`config.mk`:
```
export PLATFORM = sky130hd
export DESIGN_NAME = beacon_frame_builder_unit
export DESIGN_NICKNAME = d
export VERILOG_FILES = /design/src/bfb_pkg.sv /design/src/beacon_frame_builder_unit.sv /design/src/bfb_name_store.sv /design/src/bfb_byte_src.sv /design/src/bfb_frame_ctrl.sv
export SDC_FILE = /design/constraint.sdc
export NUM_CORES = 1
export LEC_CHECK = 0
export BUFFER_PORTS_ARGS = -buffer_cell sky130_fd_sc_hd__buf_4
export CAP_MARGIN = 20
export CORE_MARGIN = 2
export CORE_UTILIZATION = 50
export CTS_CLUSTER_SIZE = 24
export DETAILED_ROUTE_END_ITERATION = 8
export PLACE_DENSITY = 0.68
export SYNTH_ARGS = -nofsm -noshare
export SYNTH_HDL_FRONTEND = slang
export SYNTH_SLANG_ARGS = --single-unit
```
`constraint.sdc`:
```
create_clock -name clk -period 5.59 [get_ports clk]
set_clock_uncertainty 0.05 [all_clocks]
set_input_delay 0.8385 -clock clk [delete_from_list [all_inputs] [get_ports clk]]
set_output_delay 0.8385 -clock clk [all_outputs]
set_load 0.1 [all_outputs]
```
`src/bfb_pkg.sv`:
```
package bfb_pkg;

    // default longest ssid and fixed frame geometry
    localparam int SSID_MAX_DEF = 32;
    localparam int SFX_MIN      = 4;
    localparam int HEAD_LEN     = 38;
    localparam int TAIL_LEN     = 13;
    localparam int FIXED_LEN    = HEAD_LEN + TAIL_LEN;

    // widths that cover the whole ssid_max range
    localparam int NAME_LEN_W = 5;
    localparam int SSID_LEN_W = 6;

    // suffix characters
    localparam logic [7:0] CH_COLON = 8'h3a;
    localparam logic [7:0] CH_SPACE = 8'h20;
    localparam logic [7:0] CH_PCT   = 8'h25;
    localparam logic [7:0] CH_ZERO  = 8'h30;

    // request kinds
    localparam logic REQ_LOAD  = 1'b0;
    localparam logic REQ_BUILD = 1'b1;

    typedef enum logic {
        ST_IDLE,
        ST_BYTES
    } bfb_state_t;

    // per-frame values latched on a build request
    typedef struct packed {
        logic [47:0]           mac;
        logic [11:0]           seq;
        logic [7:0]            channel;
        logic [5:0][7:0]       sfx;
        logic [2:0]            sfx_len;
        logic [NAME_LEN_W-1:0] name_len;
        logic [SSID_LEN_W-1:0] tag_len;
    } frame_par_t;

    // name store status
    typedef struct packed {
        logic [NAME_LEN_W-1:0] stored_cnt;
        logic [NAME_LEN_W-1:0] trimmed_len;
        logic                  seen;
    } name_stat_t;

    function automatic logic is_blank(input logic [7:0] b);
        is_blank = (b == 8'h20) || ((b >= 8'h09) && (b <= 8'h0d));
    endfunction

    // rates tag followed by the channel tag header
    function automatic logic [7:0] tail_byte(input logic [3:0] i);
        logic [7:0] b;
        case (i)
            4'd0:    b = 8'h01;
            4'd1:    b = 8'h08;
            4'd2:    b = 8'h82;
            4'd3:    b = 8'h84;
            4'd4:    b = 8'h8b;
            4'd5:    b = 8'h96;
            4'd6:    b = 8'h24;
            4'd7:    b = 8'h30;
            4'd8:    b = 8'h48;
            4'd9:    b = 8'h6c;
            4'd10:   b = 8'h03;
            4'd11:   b = 8'h01;
            default: b = 8'h00;
        endcase
        tail_byte = b;
    endfunction

endpackage

```
`src/beacon_frame_builder_unit.sv`:
```
// channel   dir  tdata / tuser / tlast
// s_axis    in   tdata: name_byte, station_mac, progress_pct, radio_channel; tuser: req_type
// m_axis    out  tdata: frame_word, byte_count; tlast: last_word
//
// a name byte load gives no output transaction
// a build latches its values, then gives one frame byte per cycle while the
// output does not stall (51 + ssid length bytes, 55 to 83 at the default ssid
// limit); the single read port of the name memory sets that byte rate
// input is held off for the whole build; a full output register stalls the
// byte sequencer only when the next word is complete
// reset clears the name store counts, the state and the sequence number; the
// name memory needs no clearing pass, entries are used only below the stored count
module beacon_frame_builder_unit
    import bfb_pkg::*;
#(
    parameter int SSID_MAX = SSID_MAX_DEF
)
(
    input  logic        clk,
    input  logic        rst_n,
    input  logic        s_axis_tvalid,
    output logic        s_axis_tready,
    // [7:0] name_byte, [55:8] station_mac, [62:56] progress_pct,
    // [70:63] radio_channel, [71] zero
    input  logic [71:0] s_axis_tdata,
    // [0] req_type
    input  logic        s_axis_tuser,
    output logic        m_axis_tvalid,
    input  logic        m_axis_tready,
    // [31:0] frame_word, [34:32] byte_count, [39:35] zero
    output logic [39:0] m_axis_tdata,
    output logic        m_axis_tlast
);

    localparam int NAME_CAP = SSID_MAX - SFX_MIN;
    localparam int AW       = $clog2(NAME_CAP);
    localparam int POS_W    = $clog2(FIXED_LEN + SSID_MAX);

    // store control from the sequencer
    logic             load_en;
    logic [7:0]       load_byte;
    logic             name_clear;
    logic             rd_en;
    logic [AW-1:0]    rd_addr;
    logic [7:0]       rd_data;
    name_stat_t       name_stat;

    // byte sequencer to byte source
    frame_par_t       par;
    logic [POS_W-1:0] pos;
    logic [7:0]       frame_byte;

    logic [31:0]      frame_word;
    logic [2:0]       byte_count;

    bfb_name_store #(
        .SSID_MAX (SSID_MAX)
    ) u_store (
        .clk       (clk),
        .rst_n     (rst_n),
        .load_en   (load_en),
        .load_byte (load_byte),
        .clear     (name_clear),
        .rd_en     (rd_en),
        .rd_addr   (rd_addr),
        .rd_data   (rd_data),
        .stat      (name_stat)
    );

    bfb_byte_src #(
        .SSID_MAX (SSID_MAX)
    ) u_src (
        .pos        (pos),
        .par        (par),
        .name_data  (rd_data),
        .frame_byte (frame_byte)
    );

    bfb_frame_ctrl #(
        .SSID_MAX (SSID_MAX)
    ) u_ctrl (
        .clk           (clk),
        .rst_n         (rst_n),
        .in_valid      (s_axis_tvalid),
        .in_ready      (s_axis_tready),
        .req_type      (s_axis_tuser),
        .name_byte     (s_axis_tdata[7:0]),
        .station_mac   (s_axis_tdata[55:8]),
        .progress_pct  (s_axis_tdata[62:56]),
        .radio_channel (s_axis_tdata[70:63]),
        .stat          (name_stat),
        .load_en       (load_en),
        .load_byte     (load_byte),
        .clear         (name_clear),
        .rd_en         (rd_en),
        .rd_addr       (rd_addr),
        .par           (par),
        .pos           (pos),
        .frame_byte    (frame_byte),
        .out_valid     (m_axis_tvalid),
        .out_ready     (m_axis_tready),
        .frame_word    (frame_word),
        .byte_count    (byte_count),
        .last_word     (m_axis_tlast)
    );

    assign m_axis_tdata = {5'b0, byte_count, frame_word};

    // every word but the last is full
    assert property (@(posedge clk) disable iff (!rst_n)
        m_axis_tvalid && !m_axis_tlast |-> byte_count == 3'd4)
        else $error("short word before end of frame");

    // every word carries one to four bytes
    assert property (@(posedge clk) disable iff (!rst_n)
        m_axis_tvalid |-> (byte_count != 3'd0) && (byte_count <= 3'd4))
        else $error("byte count out of range");

    // trimmed length never passes the stored count
    assert property (@(posedge clk) disable iff (!rst_n)
        name_stat.trimmed_len <= name_stat.stored_cnt)
        else $error("trimmed length beyond stored bytes");

    // the name store is empty after a frame completes
    assert property (@(posedge clk) disable iff (!rst_n)
        name_clear |=> (name_stat.stored_cnt == '0) && !name_stat.seen)
        else $error("name store not cleared after build");

    // no transaction is taken while a build is running
    assert property (@(posedge clk) disable iff (!rst_n)
        s_axis_tvalid && s_axis_tready && (s_axis_tuser == REQ_BUILD) |=> !s_axis_tready)
        else $error("input taken during frame build");

endmodule

```
`src/bfb_name_store.sv`:
```
module bfb_name_store
    import bfb_pkg::*;
#(
    parameter int SSID_MAX = SSID_MAX_DEF
)
(
    input  logic                                clk,
    input  logic                                rst_n,
    input  logic                                load_en,
    input  logic [7:0]                          load_byte,
    input  logic                                clear,
    input  logic                                rd_en,
    input  logic [$clog2(SSID_MAX-SFX_MIN)-1:0] rd_addr,
    output logic [7:0]                          rd_data,
    output name_stat_t                          stat
);

    localparam int NAME_CAP = SSID_MAX - SFX_MIN;
    localparam int AW       = $clog2(NAME_CAP);

    logic [7:0] mem [NAME_CAP];

    logic [NAME_LEN_W-1:0] stored_cnt_reg;
    logic [NAME_LEN_W-1:0] stored_cnt_next;
    logic [NAME_LEN_W-1:0] trimmed_len_reg;
    logic [NAME_LEN_W-1:0] trimmed_len_next;
    logic                  seen_reg;
    logic                  seen_next;
    logic [7:0]            rd_data_reg;
    logic                  blank;
    logic                  keep;
    logic                  room;

    assign blank = is_blank(load_byte);
    // leading whitespace is dropped
    assign keep  = load_en && (seen_reg || !blank);
    assign room  = stored_cnt_reg < NAME_LEN_W'(NAME_CAP);

    always_comb
    begin
        stored_cnt_next  = stored_cnt_reg;
        trimmed_len_next = trimmed_len_reg;
        seen_next        = seen_reg;
        if (clear)
        begin
            stored_cnt_next  = '0;
            trimmed_len_next = '0;
            seen_next        = 1'b0;
        end
        else if (keep)
        begin
            seen_next = 1'b1;
            if (room)
            begin
                stored_cnt_next = stored_cnt_reg + 1'b1;
            end
            if (!blank)
            begin
                trimmed_len_next = stored_cnt_next;
            end
        end
    end

    always_ff @(posedge clk or negedge rst_n)
    begin
        if (!rst_n)
        begin
            stored_cnt_reg  <= '0;
            trimmed_len_reg <= '0;
            seen_reg        <= 1'b0;
        end
        else
        begin
            stored_cnt_reg  <= stored_cnt_next;
            trimmed_len_reg <= trimmed_len_next;
            seen_reg        <= seen_next;
        end
    end

    always_ff @(posedge clk)
    begin
        if (keep && room)
        begin
            mem[stored_cnt_reg[AW-1:0]] <= load_byte;
        end
        if (rd_en)
        begin
            rd_data_reg <= mem[rd_addr];
        end
    end

    assign rd_data          = rd_data_reg;
    assign stat.stored_cnt  = stored_cnt_reg;
    assign stat.trimmed_len = trimmed_len_reg;
    assign stat.seen        = seen_reg;

endmodule

```
`src/bfb_byte_src.sv`:
```
module bfb_byte_src
    import bfb_pkg::*;
#(
    parameter int SSID_MAX = SSID_MAX_DEF
)
(
    input  logic [$clog2(FIXED_LEN+SSID_MAX)-1:0] pos,
    input  frame_par_t                            par,
    input  logic [7:0]                            name_data,
    output logic [7:0]                            frame_byte
);

    localparam int POS_W = $clog2(FIXED_LEN + SSID_MAX);

    logic [5:0]       hp;
    logic [2:0]       mi;
    logic [7:0]       mac_b;
    logic [7:0]       head_b;
    logic [POS_W-1:0] rel;
    logic [POS_W-1:0] sp;
    logic [POS_W-1:0] tp;

    assign hp = pos[5:0];

    always_comb
    begin
        // source address and bssid both carry the mac
        mi     = (hp < 6'd16) ? 3'(hp - 6'd10) : 3'(hp - 6'd16);
        mac_b  = par.mac[8*mi +: 8];
        case (hp)
            6'd0:                                 head_b = 8'h80;
            6'd4, 6'd5, 6'd6, 6'd7, 6'd8, 6'd9:   head_b = 8'hff;
            6'd10, 6'd11, 6'd12, 6'd13, 6'd14, 6'd15,
            6'd16, 6'd17, 6'd18, 6'd19, 6'd20, 6'd21:
                                                  head_b = mac_b;
            6'd22:                                head_b = {par.seq[3:0], 4'h0};
            6'd23:                                head_b = par.seq[11:4];
            6'd32:                                head_b = 8'h64;
            6'd34:                                head_b = 8'h01;
            6'd35:                                head_b = 8'h04;
            6'd37:                                head_b = 8'(par.tag_len);
            default:                              head_b = 8'h00;
        endcase
    end

    always_comb
    begin
        rel = pos - POS_W'(HEAD_LEN);
        sp  = rel - POS_W'(par.name_len);
        tp  = sp - POS_W'(par.sfx_len);
        if (pos < POS_W'(HEAD_LEN))
        begin
            frame_byte = head_b;
        end
        else if (rel < POS_W'(par.name_len))
        begin
            frame_byte = name_data;
        end
        else if (sp < POS_W'(par.sfx_len))
        begin
            frame_byte = par.sfx[sp[2:0]];
        end
        else if (tp == POS_W'(TAIL_LEN - 1))
        begin
            frame_byte = par.channel;
        end
        else
        begin
            frame_byte = tail_byte(tp[3:0]);
        end
    end

endmodule

```
`src/bfb_frame_ctrl.sv`:
```
module bfb_frame_ctrl
    import bfb_pkg::*;
#(
    parameter int SSID_MAX = SSID_MAX_DEF
)
(
    input  logic                                  clk,
    input  logic                                  rst_n,
    input  logic                                  in_valid,
    output logic                                  in_ready,
    input  logic                                  req_type,
    input  logic [7:0]                            name_byte,
    input  logic [47:0]                           station_mac,
    input  logic [6:0]                            progress_pct,
    input  logic [7:0]                            radio_channel,
    input  name_stat_t                            stat,
    output logic                                  load_en,
    output logic [7:0]                            load_byte,
    output logic                                  clear,
    output logic                                  rd_en,
    output logic [$clog2(SSID_MAX-SFX_MIN)-1:0]   rd_addr,
    output frame_par_t                            par,
    output logic [$clog2(FIXED_LEN+SSID_MAX)-1:0] pos,
    input  logic [7:0]                            frame_byte,
    output logic                                  out_valid,
    input  logic                                  out_ready,
    output logic [31:0]                           frame_word,
    output logic [2:0]                            byte_count,
    output logic                                  last_word
);

    localparam int NAME_CAP = SSID_MAX - SFX_MIN;
    localparam int AW       = $clog2(NAME_CAP);
    localparam int POS_W    = $clog2(FIXED_LEN + SSID_MAX);

    bfb_state_t       state_reg;
    bfb_state_t       state_next;
    logic [POS_W-1:0] pos_reg;
    logic [POS_W-1:0] pos_next;
    logic [POS_W-1:0] last_pos_reg;
    logic [POS_W-1:0] last_pos_next;
    frame_par_t       par_reg;
    frame_par_t       par_next;
    logic [15:0]      seq_reg;
    logic [15:0]      seq_next;
    logic [23:0]      word_reg;
    logic [23:0]      word_next;
    logic             out_valid_reg;
    logic             out_valid_next;
    logic [31:0]      out_word_reg;
    logic [31:0]      out_word_next;
    logic [2:0]       out_cnt_reg;
    logic [2:0]       out_cnt_next;
    logic             out_last_reg;
    logic             out_last_next;

    // suffix digits, tens taken by a reciprocal multiply
    logic [6:0]            pct_sat;
    logic [14:0]           pct_prod;
    logic [3:0]            tens_full;
    logic [3:0]            tens_dig;
    logic [3:0]            ones_dig;
    logic [2:0]            sfx_len;
    logic [5:0]            name_lim;
    logic [NAME_LEN_W-1:0] name_len;

    logic [1:0]       lane;
    logic             at_last;
    logic             word_done;
    logic             stall;
    logic [31:0]      word_full;
    logic [POS_W-1:0] rd_rel;

    always_comb
    begin
        pct_sat   = (progress_pct > 7'd100) ? 7'd100 : progress_pct;
        pct_prod  = 15'(pct_sat) * 15'd205;
        tens_full = pct_prod[14:11];
        ones_dig  = 4'(pct_sat - 7'(tens_full) * 7'd10);
        tens_dig  = (tens_full == 4'd10) ? 4'd0 : tens_full;
        if (pct_sat == 7'd100)
        begin
            sfx_len = 3'd6;
        end
        else if (pct_sat >= 7'd10)
        begin
            sfx_len = 3'd5;
        end
        else
        begin
            sfx_len = 3'd4;
        end
        name_lim = 6'(SSID_MAX) - 6'(sfx_len);
        name_len = (6'(stat.trimmed_len) < name_lim) ? stat.trimmed_len
                                                     : NAME_LEN_W'(name_lim);

        par_next          = par_reg;
        par_next.mac      = station_mac;
        par_next.seq      = seq_reg[11:0];
        par_next.channel  = radio_channel;
        par_next.sfx_len  = sfx_len;
        par_next.name_len = name_len;
        par_next.tag_len  = SSID_LEN_W'(name_len) + SSID_LEN_W'(sfx_len);
        par_next.sfx[0]   = CH_COLON;
        par_next.sfx[1]   = CH_SPACE;
        par_next.sfx[5]   = 8'h00;
        case (sfx_len)
            3'd6:
            begin
                par_next.sfx[2] = CH_ZERO + 8'd1;
                par_next.sfx[3] = CH_ZERO + 8'(tens_dig);
                par_next.sfx[4] = CH_ZERO + 8'(ones_dig);
                par_next.sfx[5] = CH_PCT;
            end
            3'd5:
            begin
                par_next.sfx[2] = CH_ZERO + 8'(tens_dig);
                par_next.sfx[3] = CH_ZERO + 8'(ones_dig);
                par_next.sfx[4] = CH_PCT;
            end
            default:
            begin
                par_next.sfx[2] = CH_ZERO + 8'(ones_dig);
                par_next.sfx[3] = CH_PCT;
                par_next.sfx[4] = 8'h00;
            end
        endcase
    end

    assign lane      = pos_reg[1:0];
    assign at_last   = (pos_reg == last_pos_reg);
    assign word_done = (lane == 2'd3) || at_last;
    // a finished word waits only if the output register is still held
    assign stall     = word_done && out_valid_reg && !out_ready;

    always_comb
    begin
        word_full              = (lane == 2'd0) ? 32'h0 : {8'h00, word_reg};
        word_full[8*lane +: 8] = frame_byte;
    end

    always_comb
    begin
        state_next     = state_reg;
        pos_next       = pos_reg;
        last_pos_next  = last_pos_reg;
        seq_next       = seq_reg;
        word_next      = word_reg;
        out_valid_next = out_valid_reg && !out_ready;
        out_word_next  = out_word_reg;
        out_cnt_next   = out_cnt_reg;
        out_last_next  = out_last_reg;
        in_ready       = 1'b0;
        load_en        = 1'b0;
        clear          = 1'b0;
        case (state_reg)
            ST_IDLE:
            begin
                in_ready = 1'b1;
                if (in_valid)
                begin
                    if (req_type == REQ_LOAD)
                    begin
                        load_en = 1'b1;
                    end
                    else
                    begin
                        pos_next      = '0;
                        last_pos_next = POS_W'(FIXED_LEN - 1) + POS_W'(par_next.tag_len);
                        state_next    = ST_BYTES;
                    end
                end
            end
            ST_BYTES:
            begin
                if (!stall)
                begin
                    word_next = word_full[23:0];
                    pos_next  = pos_reg + 1'b1;
                    if (word_done)
                    begin
                        out_valid_next = 1'b1;
                        out_word_next  = word_full;
                        out_cnt_next   = 3'(lane) + 3'd1;
                        out_last_next  = at_last;
                    end
                    if (at_last)
                    begin
                        pos_next   = pos_reg;
                        clear      = 1'b1;
                        seq_next   = seq_reg + 16'd1;
                        state_next = ST_IDLE;
                    end
                end
            end
            default:
            begin
                state_next = ST_IDLE;
            end
        endcase
    end

    // name bytes are fetched in the cycle before their frame position
    always_comb
    begin
        rd_rel  = pos_next - POS_W'(HEAD_LEN);
        rd_en   = (pos_next >= POS_W'(HEAD_LEN)) && (rd_rel < POS_W'(NAME_CAP));
        rd_addr = rd_rel[AW-1:0];
    end

    always_ff @(posedge clk or negedge rst_n)
    begin
        if (!rst_n)
        begin
            state_reg     <= ST_IDLE;
            seq_reg       <= '0;
            out_valid_reg <= 1'b0;
        end
        else
        begin
            state_reg     <= state_next;
            seq_reg       <= seq_next;
            out_valid_reg <= out_valid_next;
        end
    end

    always_ff @(posedge clk)
    begin
        if ((state_reg == ST_IDLE) && in_valid && (req_type == REQ_BUILD))
        begin
            par_reg <= par_next;
        end
        pos_reg      <= pos_next;
        last_pos_reg <= last_pos_next;
        word_reg     <= word_next;
        out_word_reg <= out_word_next;
        out_cnt_reg  <= out_cnt_next;
        out_last_reg <= out_last_next;
    end

    assign load_byte  = name_byte;
    assign par        = par_reg;
    assign pos        = pos_reg;
    assign out_valid  = out_valid_reg;
    assign frame_word = out_word_reg;
    assign byte_count = out_cnt_reg;
    assign last_word  = out_last_reg;

endmodule
```
==> results of run 1 <==
==> cell type report <==
type / instances / area, µm²
clock buffers: 58 / 1170
multi-input cells: 806 / 6520
clock inverters: 21 / 240
flip-flops and latches: 426 / 12600
repair buffers: 155 / 1180
inverters: 69 / 262
well taps: 518 / 648
fillers: 2961 / 16000
==> power breakdown <==
part / switching, mW / leakage, nW / internal, mW
clock: 1.19 / 0.681 / 1.67
sequential: 0.215 / 4.02 / 3.92
combinational: 4.13 / 3.64 / 2.60
total: 5.53 / 8.34 / 8.19
==> worst max-delay path: stages <==
cell and delay (ps):
sky130_fd_sc_hd__buf_4 110, sky130_fd_sc_hd__o311ai_1 320, sky130_fd_sc_hd__and2_1 210, sky130_fd_sc_hd__inv_1 80, sky130_fd_sc_hd__fa_1 540, sky130_fd_sc_hd__inv_1 50
sky130_fd_sc_hd__ha_1 260, sky130_fd_sc_hd__inv_1 50, sky130_fd_sc_hd__fa_1 500, sky130_fd_sc_hd__inv_1 40, sky130_fd_sc_hd__ha_1 300, sky130_fd_sc_hd__a21o_1 180
sky130_fd_sc_hd__a21oi_1 180, sky130_fd_sc_hd__o21ai_0 120, sky130_fd_sc_hd__o41ai_2 340, sky130_fd_sc_hd__xnor2_1 190, sky130_fd_sc_hd__fa_1 430, sky130_fd_sc_hd__xor2_1 180
sky130_fd_sc_hd__xnor2_1 140, sky130_fd_sc_hd__xnor2_1 230, sky130_fd_sc_hd__o22ai_1 110
==> cell usage in the layout (no fill, tap or decap), drive strengths merged, types with 12 or more instances in the layout <==
| cell | instances |
|---|---|
| mux2 | 19 |
| a22oi | 14 |
| nor2b | 18 |
| a21oi | 54 |
| ha | 74 |
| dfrtp | 25 |
| o211ai | 13 |
| nand2b | 14 |
| nor3 | 14 |
| a22o | 15 |
| xnor2 | 33 |
| clkinv | 16 |
| nand2 | 107 |
| fa | 12 |
| nand3 | 33 |
| mux2i | 43 |
| inv | 69 |
| buf | 155 |
| edfxtp | 394 |
| mux4 | 56 |
| clkbuf | 58 |
| o21ai | 54 |
| nor2 | 98 |
==> per-layer routing <==
layer,GRT usage,part of all wire,routed length [µm]
met5,0,0,0
met4,0.0596,0.024,991
met3,0.0348,0.062,2550
met2,0.331,0.47,19500
met1,0.286,0.44,18200
==> cell families (layout without fill, tap and decap cells) <==
family / count (synthesis) / after routing / share of synthesized area
DFF: 426 / 426 / 0.642
and+or+nand+nor: 341 / 341 / 0.0827
xor gates and xnor gates: 42 / 42 / 0.0191
adders and majority gates: 86 / 86 / 0.0594
muxes: 118 / 118 / 0.0975
AOI/OAI and AO/OA: 214 / 214 / 0.0714
other: 1 / 5 / 0.000191
buffers and inverters: 121 / 303 / 0.0276
==> cells in the mapped netlist (all sizes together), types with 15 or more instances <==
cell type	instances
inv	68
buf	26
mux4	56
ha	74
nor2b	18
nand3	33
edfxtp	394
a21oi	54
a22o	15
xnor2	33
nand2	107
clkbuf	26
nor2	98
mux2	19
dfrtp	25
mux2i	43
o21ai	54
==> final timing paths <==
path | from | end | slack [ps]
max in group asynchronous | rst_n | u_ctrl.seq_reg[11] | 5100
worst min-delay path | rst_n | u_store.stored_cnt_reg[4] | 110
worst max-delay path | s_axis_tdata[60] | u_ctrl.par[41] | 460
min in group clk | s_axis_tdata[63] | u_ctrl.par[62] | 400
worst min register to register | u_ctrl.seq_reg[7] | u_ctrl.seq_reg[7] | 450
worst max register to register | u_ctrl.pos[1] | u_ctrl.word_reg[13] | 810
==> summary.md, run 1 <==
| Metric | Value |
|---|---|
| DPL Wire Length | `28,400 µm` |
| Biggest area consumer among synthesized cells | `sky130_fd_sc_hd__edfxtp_1` |
| Crit-path max FO | `3` |
| Final cycle utilization of the critical path | `0.917` |
| Post-CTS setup buffers | `0` |
| Average wire per cell in the routed design | `20.1 µm` |
| Largest register FFs | `224` |
| Final setup fails | `0` |
| Cell depth of the worst flop-to-flop path | `10` |
| First-pass detailed-route iteration total | `6` |
| Share of post-route cells with drive strength above 1 | `0.201` |
| Path category of the worst min-delay check | `in2async` |
| Worst setup margin | `462 ps` |
| Setup TNS | `0 ps` |
| Final design area excluding fillers | `22,600 µm²` |
| Share of the synthesized area in the top cell type | `0.603` |
| Post-detailed-route count of antenna-violating nets | `0` |
| Number of storage elements in the synthesis netlist | `426` |
| Peak supply drop | `0.378 mV` |
| Leading register cell type out of synthesis | `sky130_fd_sc_hd__edfxtp_1` |
| Number of buffers inserted for hold repair after clock tree synthesis | `0` |
| Status | `complete, no violations` |
| Cell Area, Placed | `21,200 µm²` |
| Area contributors post-synth | `sky130_fd_sc_hd__edfxtp_1, sky130_fd_sc_hd__mux4_2, sky130_fd_sc_hd__ha_1` |
| PnR Total Power | `13.7 mW` |
| Post-synthesis async set-or-reset flop share | `0.0587` |
| Number of synthesis warnings | `0` |
| Maximum count of clock buffers along a single path | `3` |
| Arrival @ worst endpoint | `5390 ps` |
| Mean instance size in the synthesized netlist | `14.5 µm²` |
| Crit start category | `input port` |
| Number of buffers created by CTS | `43` |
| Slew headroom | `0.272` |
| Peak Freq | `195 MHz` |
| First-pass GRT wire length | `64,600 µm` |
| Post-Syn Instances | `1,349` |
| Worst slew pin tran | `1080 ps` |
| Areal power density over the cells | `607 nW/µm²` |
| Overall fraction of global-route tracks in use | `0.204` |
| Via count normalized by instance count | `5.65` |
| Cell area after synthesis | `19,600 µm²` |
| Width of the die | `202 µm` |
| Core Area | `38,600 µm²` |
| GR Overflow Total | `0` |
| Clock slew at reported path FFs | `60 ps` |
| Via count | `11,600` |
| Post-synth cell types | `77` |
| Number of global-route vias before repair | `11,500` |
| Hold violation total from the final report | `0` |
| TritonCTS clock tree | `done` |
| Final weighted congestion in routability-driven placement | `0.855` |
| Residual DRC | `0` |
| Critical setup path kind | `in2reg` |
| Register area share after synthesis | `0.642` |
| Number of flops mapped to enable cells by yosys | `394` |
| CTS Root Buffer Type | `sky130_fd_sc_hd__clkbuf_16` |
| Height of the chip | `202 µm` |
| Max Cap Viol | `0` |
| Antenna violations before repair | `0` |
| Final worst path period need | `5130 ps` |
| Initial core utilization | `0.508` |
| Diodes inserted | `0` |
| Layout Nets | `1,664` |
| Setup Slack @ Placement | `-123 ps` |
| Largest net degree at the start of global routing | `57` |
| Max-slew violation count | `0` |
| Final wirelength | `41,200 µm` |
| Minimum hold slack | `111 ps` |
| Placed Cells | `1,973` |
| Worst-Skew Late Latency | `590 ps` |
| Iteration-0 DRC count of the detailed router | `775` |
| Static Leak | `8.34 nW` |
| Clk sink count | `426` |
| Post-cts repair resize count | `0` |
| Endpoint required time on the critical path | `5860 ps` |
| Clock H-tree levels | `2` |
| Top-level port count | `120` |
| Unrepaired setup endpoints after global routing | `no` |
| Number of rows created at floorplan | `72` |
| Die area | `40,800 µm²` |
| PortBufs | `113` |
| Layout Area Growth over Synthesis | `15.3%` |
| Final Instance Count excl. Fillers | `2,053` |
| Critical Path End Type | `flip-flop` |
| Final Core Density | `0.585` |
Note: power is estimated with default switching activity, not from simulation.
==> run 2: changes to the inputs <==
--- a/config.mk
+++ b/config.mk
@@ -12,6 +12,7 @@
 export CTS_CLUSTER_SIZE = 24
 export DETAILED_ROUTE_END_ITERATION = 8
 export PLACE_DENSITY = 0.68
+export RECOVER_POWER = 25
 export SYNTH_ARGS = -nofsm -noshare
 export SYNTH_HDL_FRONTEND = slang
 export SYNTH_SLANG_ARGS = --single-unit
==> run 2 against run 1 <==
- cell count is the same
- power about the same
- worst setup slack got worse by 1.8 ps
- first-iteration DRC count decreased by 7.6%
- design area fell by 0.13%
- combinational power about the same
- core utilization down 0.078 points
- via count grew 0.21%
- sequential cell count is the same
- highest routed layer is now met5
==> summary.md, run 2 (synthesized netlist as in run 1, its figures left out) <==
| Metric | Value |
|---|---|
| Top-level port count | `120 (unchanged)` |
| Max-slew violation count | `0 (unchanged)` |
| Number of buffers created by CTS | `43 (unchanged)` |
| Largest register FFs | `224 (unchanged)` |
| Slew headroom | `0.0438 (-0.228)` |
| Average wire per cell in the routed design | `20.1 µm (-0.11%)` |
| Most frequent cells in the layout | `sky130_fd_sc_hd__edfxtp_1, sky130_fd_sc_hd__nand2_1, sky130_fd_sc_hd__nor2_1, sky130_fd_sc_hd__buf_4, sky130_fd_sc_hd__ha_1` |
| GR Overflow Total | `0 (unchanged)` |
| Clk sink count | `426 (unchanged)` |
| Die area | `40,800 µm² (unchanged)` |
| Layout Nets | `1,664 (unchanged)` |
| Reg2Reg Setup Slack | `810 ps (about the same)` |
| Final cycle utilization of the critical path | `0.918 (about the same)` |
| Peak Freq | `195 MHz (about the same)` |
| Initial core utilization | `0.508 (unchanged)` |
| Share of post-route cells with drive strength above 1 | `0.195 (-0.00521)` |
| First-pass detailed-route iteration total | `6 (unchanged)` |
| Final Core Density | `0.584 (-0.000777)` |
| Final setup fails | `0 (unchanged)` |
| Antenna violations before repair | `1 (+1)` |
| Post-detailed-route count of antenna-violating nets | `0 (unchanged)` |
| Hold depth | `1` |
| Width of the die | `202 µm (unchanged)` |
| Static Leak | `8.30 nW (-0.48%)` |
| Cell depth of the worst flop-to-flop path | `10 (unchanged)` |
| Cells along the critical path | `buf_4 > o311ai_1 > and2_1 > inv_1 > fa_1 > inv_1 > ha_1 > inv_1 > fa_1 > inv_1 > ha_1 > a21o_1 > a21oi_1 > o21ai_0 > o41ai_2 > xnor2_1 > fa_1 > xor2_1 > xnor2_1 > xnor2_1 > o22ai_1` |
| CTS Root Buffer Type | `sky130_fd_sc_hd__clkbuf_16` |
| Largest net degree at the start of global routing | `57 (unchanged)` |
| Status | `complete, no violations` |
| Number of rows created at floorplan | `72 (unchanged)` |
| Layout Area Growth over Synthesis | `15.1%` |
| Path category of the worst min-delay check | `in2reg` |
| Most frequent standard cell in the layout excluding fill and tap cells | `sky130_fd_sc_hd__edfxtp_1` |
| Post-CTS setup buffers | `0 (unchanged)` |
| TritonCTS clock tree | `done` |
| Unrepaired setup endpoints after global routing | `no` |
| Slowest stage cell, crit path | `sky130_fd_sc_hd__fa_1` |
| Number of buffers inserted for hold repair after clock tree synthesis | `0 (unchanged)` |
| Core Area | `38,600 µm² (unchanged)` |
| Residual DRC | `0 (unchanged)` |
| Clock slew at reported path FFs | `60 ps (about the same)` |
| Maximum count of clock buffers along a single path | `3 (unchanged)` |
| Critical Path End Type | `flip-flop` |
| Endpoint required time on the critical path | `5850 ps (about the same)` |
| Worst-Skew Late Latency | `590 ps (about the same)` |
| Cell Area, Placed | `21,200 µm² (unchanged)` |
| Setup Slack @ Placement | `-123 ps (unchanged)` |
| Crit start category | `input port` |
| Iteration-0 DRC count of the detailed router | `716 (-7.6%)` |
| Via count normalized by instance count | `5.66 (+0.21%)` |
| Number of global-route vias before repair | `11,500 (unchanged)` |
| Post-cts repair resize count | `0 (unchanged)` |
| PortBufs | `113 (unchanged)` |
| Final design area excluding fillers | `22,600 µm² (-0.13%)` |
| Max Cap Viol | `0 (unchanged)` |
| Worst slew pin tran | `1430 ps (+359 ps)` |
| Final Instance Count excl. Fillers | `2,053 (unchanged)` |
| Max stage delay on crit path | `540 ps (about the same)` |
| Clock H-tree levels | `2 (unchanged)` |
| Via count | `11,600 (+0.21%)` |
| Arrival @ worst endpoint | `5390 ps (about the same)` |
| Height of the chip | `202 µm (unchanged)` |
| Final wirelength | `41,200 µm (-0.11%)` |
| Final weighted congestion in routability-driven placement | `0.855 (unchanged)` |
| Areal power density over the cells | `607 nW/µm² (about the same)` |
| Worst setup margin | `460 ps (-1.85 ps)` |
| Peak supply drop | `0.377 mV (-0.21%)` |
| DPL Wire Length | `28,400 µm (unchanged)` |
| First-pass GRT wire length | `64,600 µm (unchanged)` |
| Diodes inserted | `0 (unchanged)` |
| Overall fraction of global-route tracks in use | `0.204 (unchanged)` |
| Final worst path period need | `5130 ps (+1.85 ps)` |
| Placed Cells | `1,973 (unchanged)` |
| Hold violation total from the final report | `0 (unchanged)` |
| Crit-path max FO | `3 (unchanged)` |
| Cell mode on critical path | `sky130_fd_sc_hd__inv_1` |
| Critical setup path kind | `in2reg` |
| PnR Total Power | `13.7 mW (about the same)` |
-- run 2: changes by cell type in the layout (fill, tap and decap cells not counted) --
cell | before | now
sky130_fd_sc_hd__buf_4 | 152 | 89
sky130_fd_sc_hd__clkbuf_4 | 0 | 55
sky130_fd_sc_hd__clkbuf_1 | 11 | 19
-- run 2: critical path: cells and delay by family --
family,cells,cell delay (ps)
adders and majority gates,5,2030
AOI/OAI and AO/OA,6,1250
xor gates and xnor gates,4,740
buffers and inverters,5,330
and+or+nand+nor,1,210
-- run 2: report_power, final --
part | switching (mW) | leakage, nW | internal, mW | total (mW)
clock | 1.18 | 0.681 | 1.67 | 2.85
sequential | 0.215 | 4.02 | 3.93 | 4.14
combinational | 4.12 | 3.60 | 2.60 | 6.72
-- run 2: layout make-up --
type                            count  area, µm²
Clock inverter                     21        240
Tap cell                          518        648
Inverter                           69        262
Sequential cell                   426      12600
Timing Repair Buffer              155       1150
Multi-Input combinational cell    806       6520
Clock buffer                       58       1170
Fill cell                        2966      16100
-- run 2: path summary, 6_finish.rpt --
check,endpoint,startpoint
min,u_ctrl.par[62],s_axis_tdata[63]
min reg2reg,u_ctrl.par[81],u_ctrl.seq_reg[11]
min in group asynchronous,u_store.stored_cnt_reg[4],rst_n
max,u_ctrl.par[41],s_axis_tdata[60]
max reg2reg,u_ctrl.word_reg[13],u_ctrl.pos[1]
max in group asynchronous,u_ctrl.seq_reg[11],rst_n
-- run 2: layer usage --
layer,up-vias,part of all wire,GRT usage
met5,-,0.00017,0
met4,2,0.025,0.0596
met3,72,0.063,0.0348
met2,394,0.47,0.331
met1,5709,0.44,0.286
li1,5439,-,-
-- run 2: through the flow --
step / setup TNS, ps / hold WS [ps]
final: 0 / 421
after CTS: 0 / 101
after detailed placement: -302 / 432
after floorplan: 0 / 387
after global routing: 0 / 398
after global placement: -177 / 402
==> run 3: changes to the inputs <==
--- a/config.mk
+++ b/config.mk
@@ -11,7 +11,8 @@
 export CORE_UTILIZATION = 50
 export CTS_CLUSTER_SIZE = 24
 export DETAILED_ROUTE_END_ITERATION = 8
-export PLACE_DENSITY = 0.68
+export GPL_TIMING_DRIVEN = 0
+export PLACE_DENSITY = 0.65
 export RECOVER_POWER = 25
 export SYNTH_ARGS = -nofsm -noshare
 export SYNTH_HDL_FRONTEND = slang
==> run 3 against run 2 <==
- the flow now finishes with violations (max-capacitance violations, max-slew violations)
- cell count up 0.93%
- non-clock buffer count increased by 18
- hold slack gained 1.1 ps
- via count is 1.8% higher
- largest cell class unchanged
==> summary.md, run 3 (synthesized netlist as in run 1, its figures left out) <==
| Metric | Value |
|---|---|
| Clk sink count | `426 (unchanged)` |
| Final worst path period need | `5300 ps (+170 ps)` |
| Max-slew violation count | `26 (+26)` |
| Via count normalized by instance count | `5.71 (+0.88%)` |
| Largest net degree at the start of global routing | `59 (+3.5%)` |
| Diodes inserted | `0 (unchanged)` |
| Cell mode on critical path | `sky130_fd_sc_hd__inv_1` |
| Max Cap Viol | `1 (+1)` |
| Reg2Reg Setup Slack | `320 ps (-490 ps)` |
| Path category of the worst min-delay check | `in2reg` |
| Cell depth of the worst flop-to-flop path | `13 (+3)` |
| Cells along the critical path | `buf_4 > o311ai_4 > and2_4 > inv_1 > fa_1 > inv_1 > ha_1 > inv_1 > fa_1 > inv_1 > ha_1 > a21o_1 > a21oi_2 > o221ai_1 > a21oi_2 > xnor2_2 > ha_1 > fa_1 > xor2_1 > xnor2_1 > xnor2_1 > o22ai_1` |
| Largest register FFs | `224 (unchanged)` |
| Final Instance Count excl. Fillers | `2,072 (+0.93%)` |
| Iteration-0 DRC count of the detailed router | `861 (+20%)` |
| Layout Nets | `1,684 (+1.2%)` |
| Endpoint required time on the critical path | `5830 ps (-20 ps)` |
| Clock slew at reported path FFs | `70 ps (about the same)` |
| Core Area | `38,600 µm² (unchanged)` |
| Number of buffers inserted for hold repair after clock tree synthesis | `0 (unchanged)` |
| Share of total power in the clock network | `0.205 (-0.003)` |
| Proportion of total power due to net switching | `0.410 (+0.00745)` |
| Number of buffers created by CTS | `45 (+4.7%)` |
| Hold depth | `1 (unchanged)` |
| DPL Wire Length | `30,700 µm (+8.0%)` |
| Post-detailed-route count of antenna-violating nets | `0 (unchanged)` |
| Minimum hold slack | `422 ps (+1.05 ps)` |
| Width of the die | `202 µm (unchanged)` |
| Slew headroom | `-0.0611 (-0.105)` |
| First-pass GRT wire length | `67,200 µm (+4.0%)` |
| Arrival @ worst endpoint | `5540 ps (+150 ps)` |
| First-pass detailed-route iteration total | `7 (+1)` |
| Psw | `5.77 mW (+4.6%)` |
| Final setup fails | `0 (unchanged)` |
| Final cycle utilization of the critical path | `0.948 (+0.0305)` |
| Beginning of the critical path | `s_axis_tdata[60]` |
| GR peak layer | `met2` |
| Via count | `11,800 (+1.8%)` |
| Fraction of met3 tracks used by global routing | `0.0429 (+0.00806)` |
| Share of post-route cells with drive strength above 1 | `0.199 (+0.00405)` |
| Final wirelength | `43,600 µm (+5.8%)` |
| R2R Path End | `u_store.rd_data[2]` |
| Final weighted congestion in routability-driven placement | `0.879 (+2.7%)` |
| Unrepaired setup endpoints after global routing | `no` |
| Peak supply drop | `0.346 mV (-8.1%)` |
| Die area | `40,800 µm² (unchanged)` |
| Worst slew pin tran | `1590 ps (+157 ps)` |
| Hold violation total from the final report | `0 (unchanged)` |
| Worst setup path endpoint | `u_ctrl.par[33]` |
| Initial core utilization | `0.508 (unchanged)` |
| Peak Freq | `189 MHz (-3.2%)` |
| Areal power density over the cells | `619 nW/µm² (+2.1%)` |
| Internal power summed over all cells | `8.30 mW (+1.4%)` |
| TritonCTS clock tree | `done` |
| PnR Total Power | `14.1 mW (+2.7%)` |
| Placed Cells | `1,989 (+0.81%)` |
| Max stage delay on crit path | `550 ps (about the same)` |
| Clock H-tree levels | `2 (unchanged)` |
| Height of the chip | `202 µm (unchanged)` |
| Maximum count of clock buffers along a single path | `3 (unchanged)` |
| GR Overflow Total | `0 (unchanged)` |
| R2r startpoint | `u_ctrl.pos[0]` |
| PortBufs | `113 (unchanged)` |
| Most frequent standard cell in the layout excluding fill and tap cells | `sky130_fd_sc_hd__edfxtp_1` |
| Top cell family by delay on the critical path | `adder cells` |
| Overall fraction of global-route tracks in use | `0.216 (+0.0123)` |
| Layout Area Growth over Synthesis | `15.8%` |
| Crit start category | `input port` |
| Worst-Skew Late Latency | `570 ps (-20 ps)` |
| Number of global-route vias before repair | `11,600 (+0.58%)` |
| Worst path bufs/invs | `5 (unchanged)` |
| Crit-path max FO | `6 (+3)` |
| Combinational cell fraction of total power | `0.504 (+0.014)` |
| Critical Path End Type | `flip-flop` |
| Met1 Resource Use GR | `0.313 (+0.0273)` |
| Number of rows created at floorplan | `72 (unchanged)` |
| Most frequent cells in the layout | `sky130_fd_sc_hd__edfxtp_1, sky130_fd_sc_hd__nand2_1, sky130_fd_sc_hd__nor2_1, sky130_fd_sc_hd__ha_1, sky130_fd_sc_hd__buf_4` |
| Status | `finished, violations left` |
| Critical path depth | `22 (+4.8%)` |
| Static Leak | `8.36 nW (+0.71%)` |
| CTS Root Buffer Type | `sky130_fd_sc_hd__clkbuf_16` |
| Residual DRC | `0 (unchanged)` |
| Top-level port count | `120 (unchanged)` |
| Slowest stage cell, crit path | `sky130_fd_sc_hd__fa_1` |
| Critical setup path kind | `in2reg` |
| Average wire per cell in the routed design | `21.0 µm (+4.9%)` |
| Reg power frac | `0.291 (-0.011)` |
| Failing checks | `max-capacitance violations, max-slew violations` |
| Met2 GRT Util | `0.329 (-0.00270)` |
| Antenna violations before repair | `1 (unchanged)` |
-- run 3: power by group through the flow --
stage          registers [mW]  clock network (mW)  logic (mW)
2_1_floorplan            4.77                   0        4.37
3_3_place_gp             4.17                   0        6.91
3_5_place_dp             4.17                   0        6.98
4_1_cts                  4.10                2.94        7.02
5_1_grt                  4.12                3.06        7.61
6_report                 4.10                2.88        7.09
-- run 3: stage by stage --
step,area (µm²),utilization,setup slack (ps),TNS [ps]
2_1_floorplan,19600,-,9.56,0
3_3_place_gp,21100,0.547,-957,-39870
3_5_place_dp,21200,0.549,-941,-42840
4_1_cts,22700,0.586,63.7,0
5_1_grt,22700,0.588,8.90,0
6_report,22700,0.588,290,0
-- run 3: layer usage --
metal	share of wire	vias up
met2	0.45	401
li1	-	5475
met3	0.070	82
met1	0.45	5867
met5	0.00025	-
met4	0.031	2
-- run 3: cell type report --
cell class | count | area, µm²
multi-input cells | 806 | 6600
plain buffers | 51 | 283
well taps | 518 | 648
clock inverters | 25 | 235
clock buffers | 55 | 1180
repair buffers | 122 | 911
flip-flops and latches | 426 | 12600
fillers | 2979 | 15900
inverters | 69 | 262
-- run 3: worst min-delay path by stage --
| stage | startpoint | slack, ps | endpoint |
|---|---|---|---|
| 3_3_place_gp | u_ctrl.seq_reg[11] | 410 | u_ctrl.seq_reg[11] |
| 5_1_grt | s_axis_tdata[46] | 400 | u_ctrl.par[120] |
| 4_1_cts | rst_n | 130 | u_ctrl.seq_reg[3] |
| 3_5_place_dp | u_ctrl.seq_reg[11] | 420 | u_ctrl.seq_reg[11] |
| 2_1_floorplan | u_ctrl.seq_reg[11] | 390 | u_ctrl.seq_reg[11] |
| 6_report | s_axis_tdata[23] | 420 | u_ctrl.par[97] |
-- run 3: repair_timing --
item / CTS / global route
endpoints found under the hold margin: 0 / 0
setup endpoints to repair: 75 / 25
pin swaps: 0 / 2
resized for setup: 7 / 13
setup buffers: 0 / 1
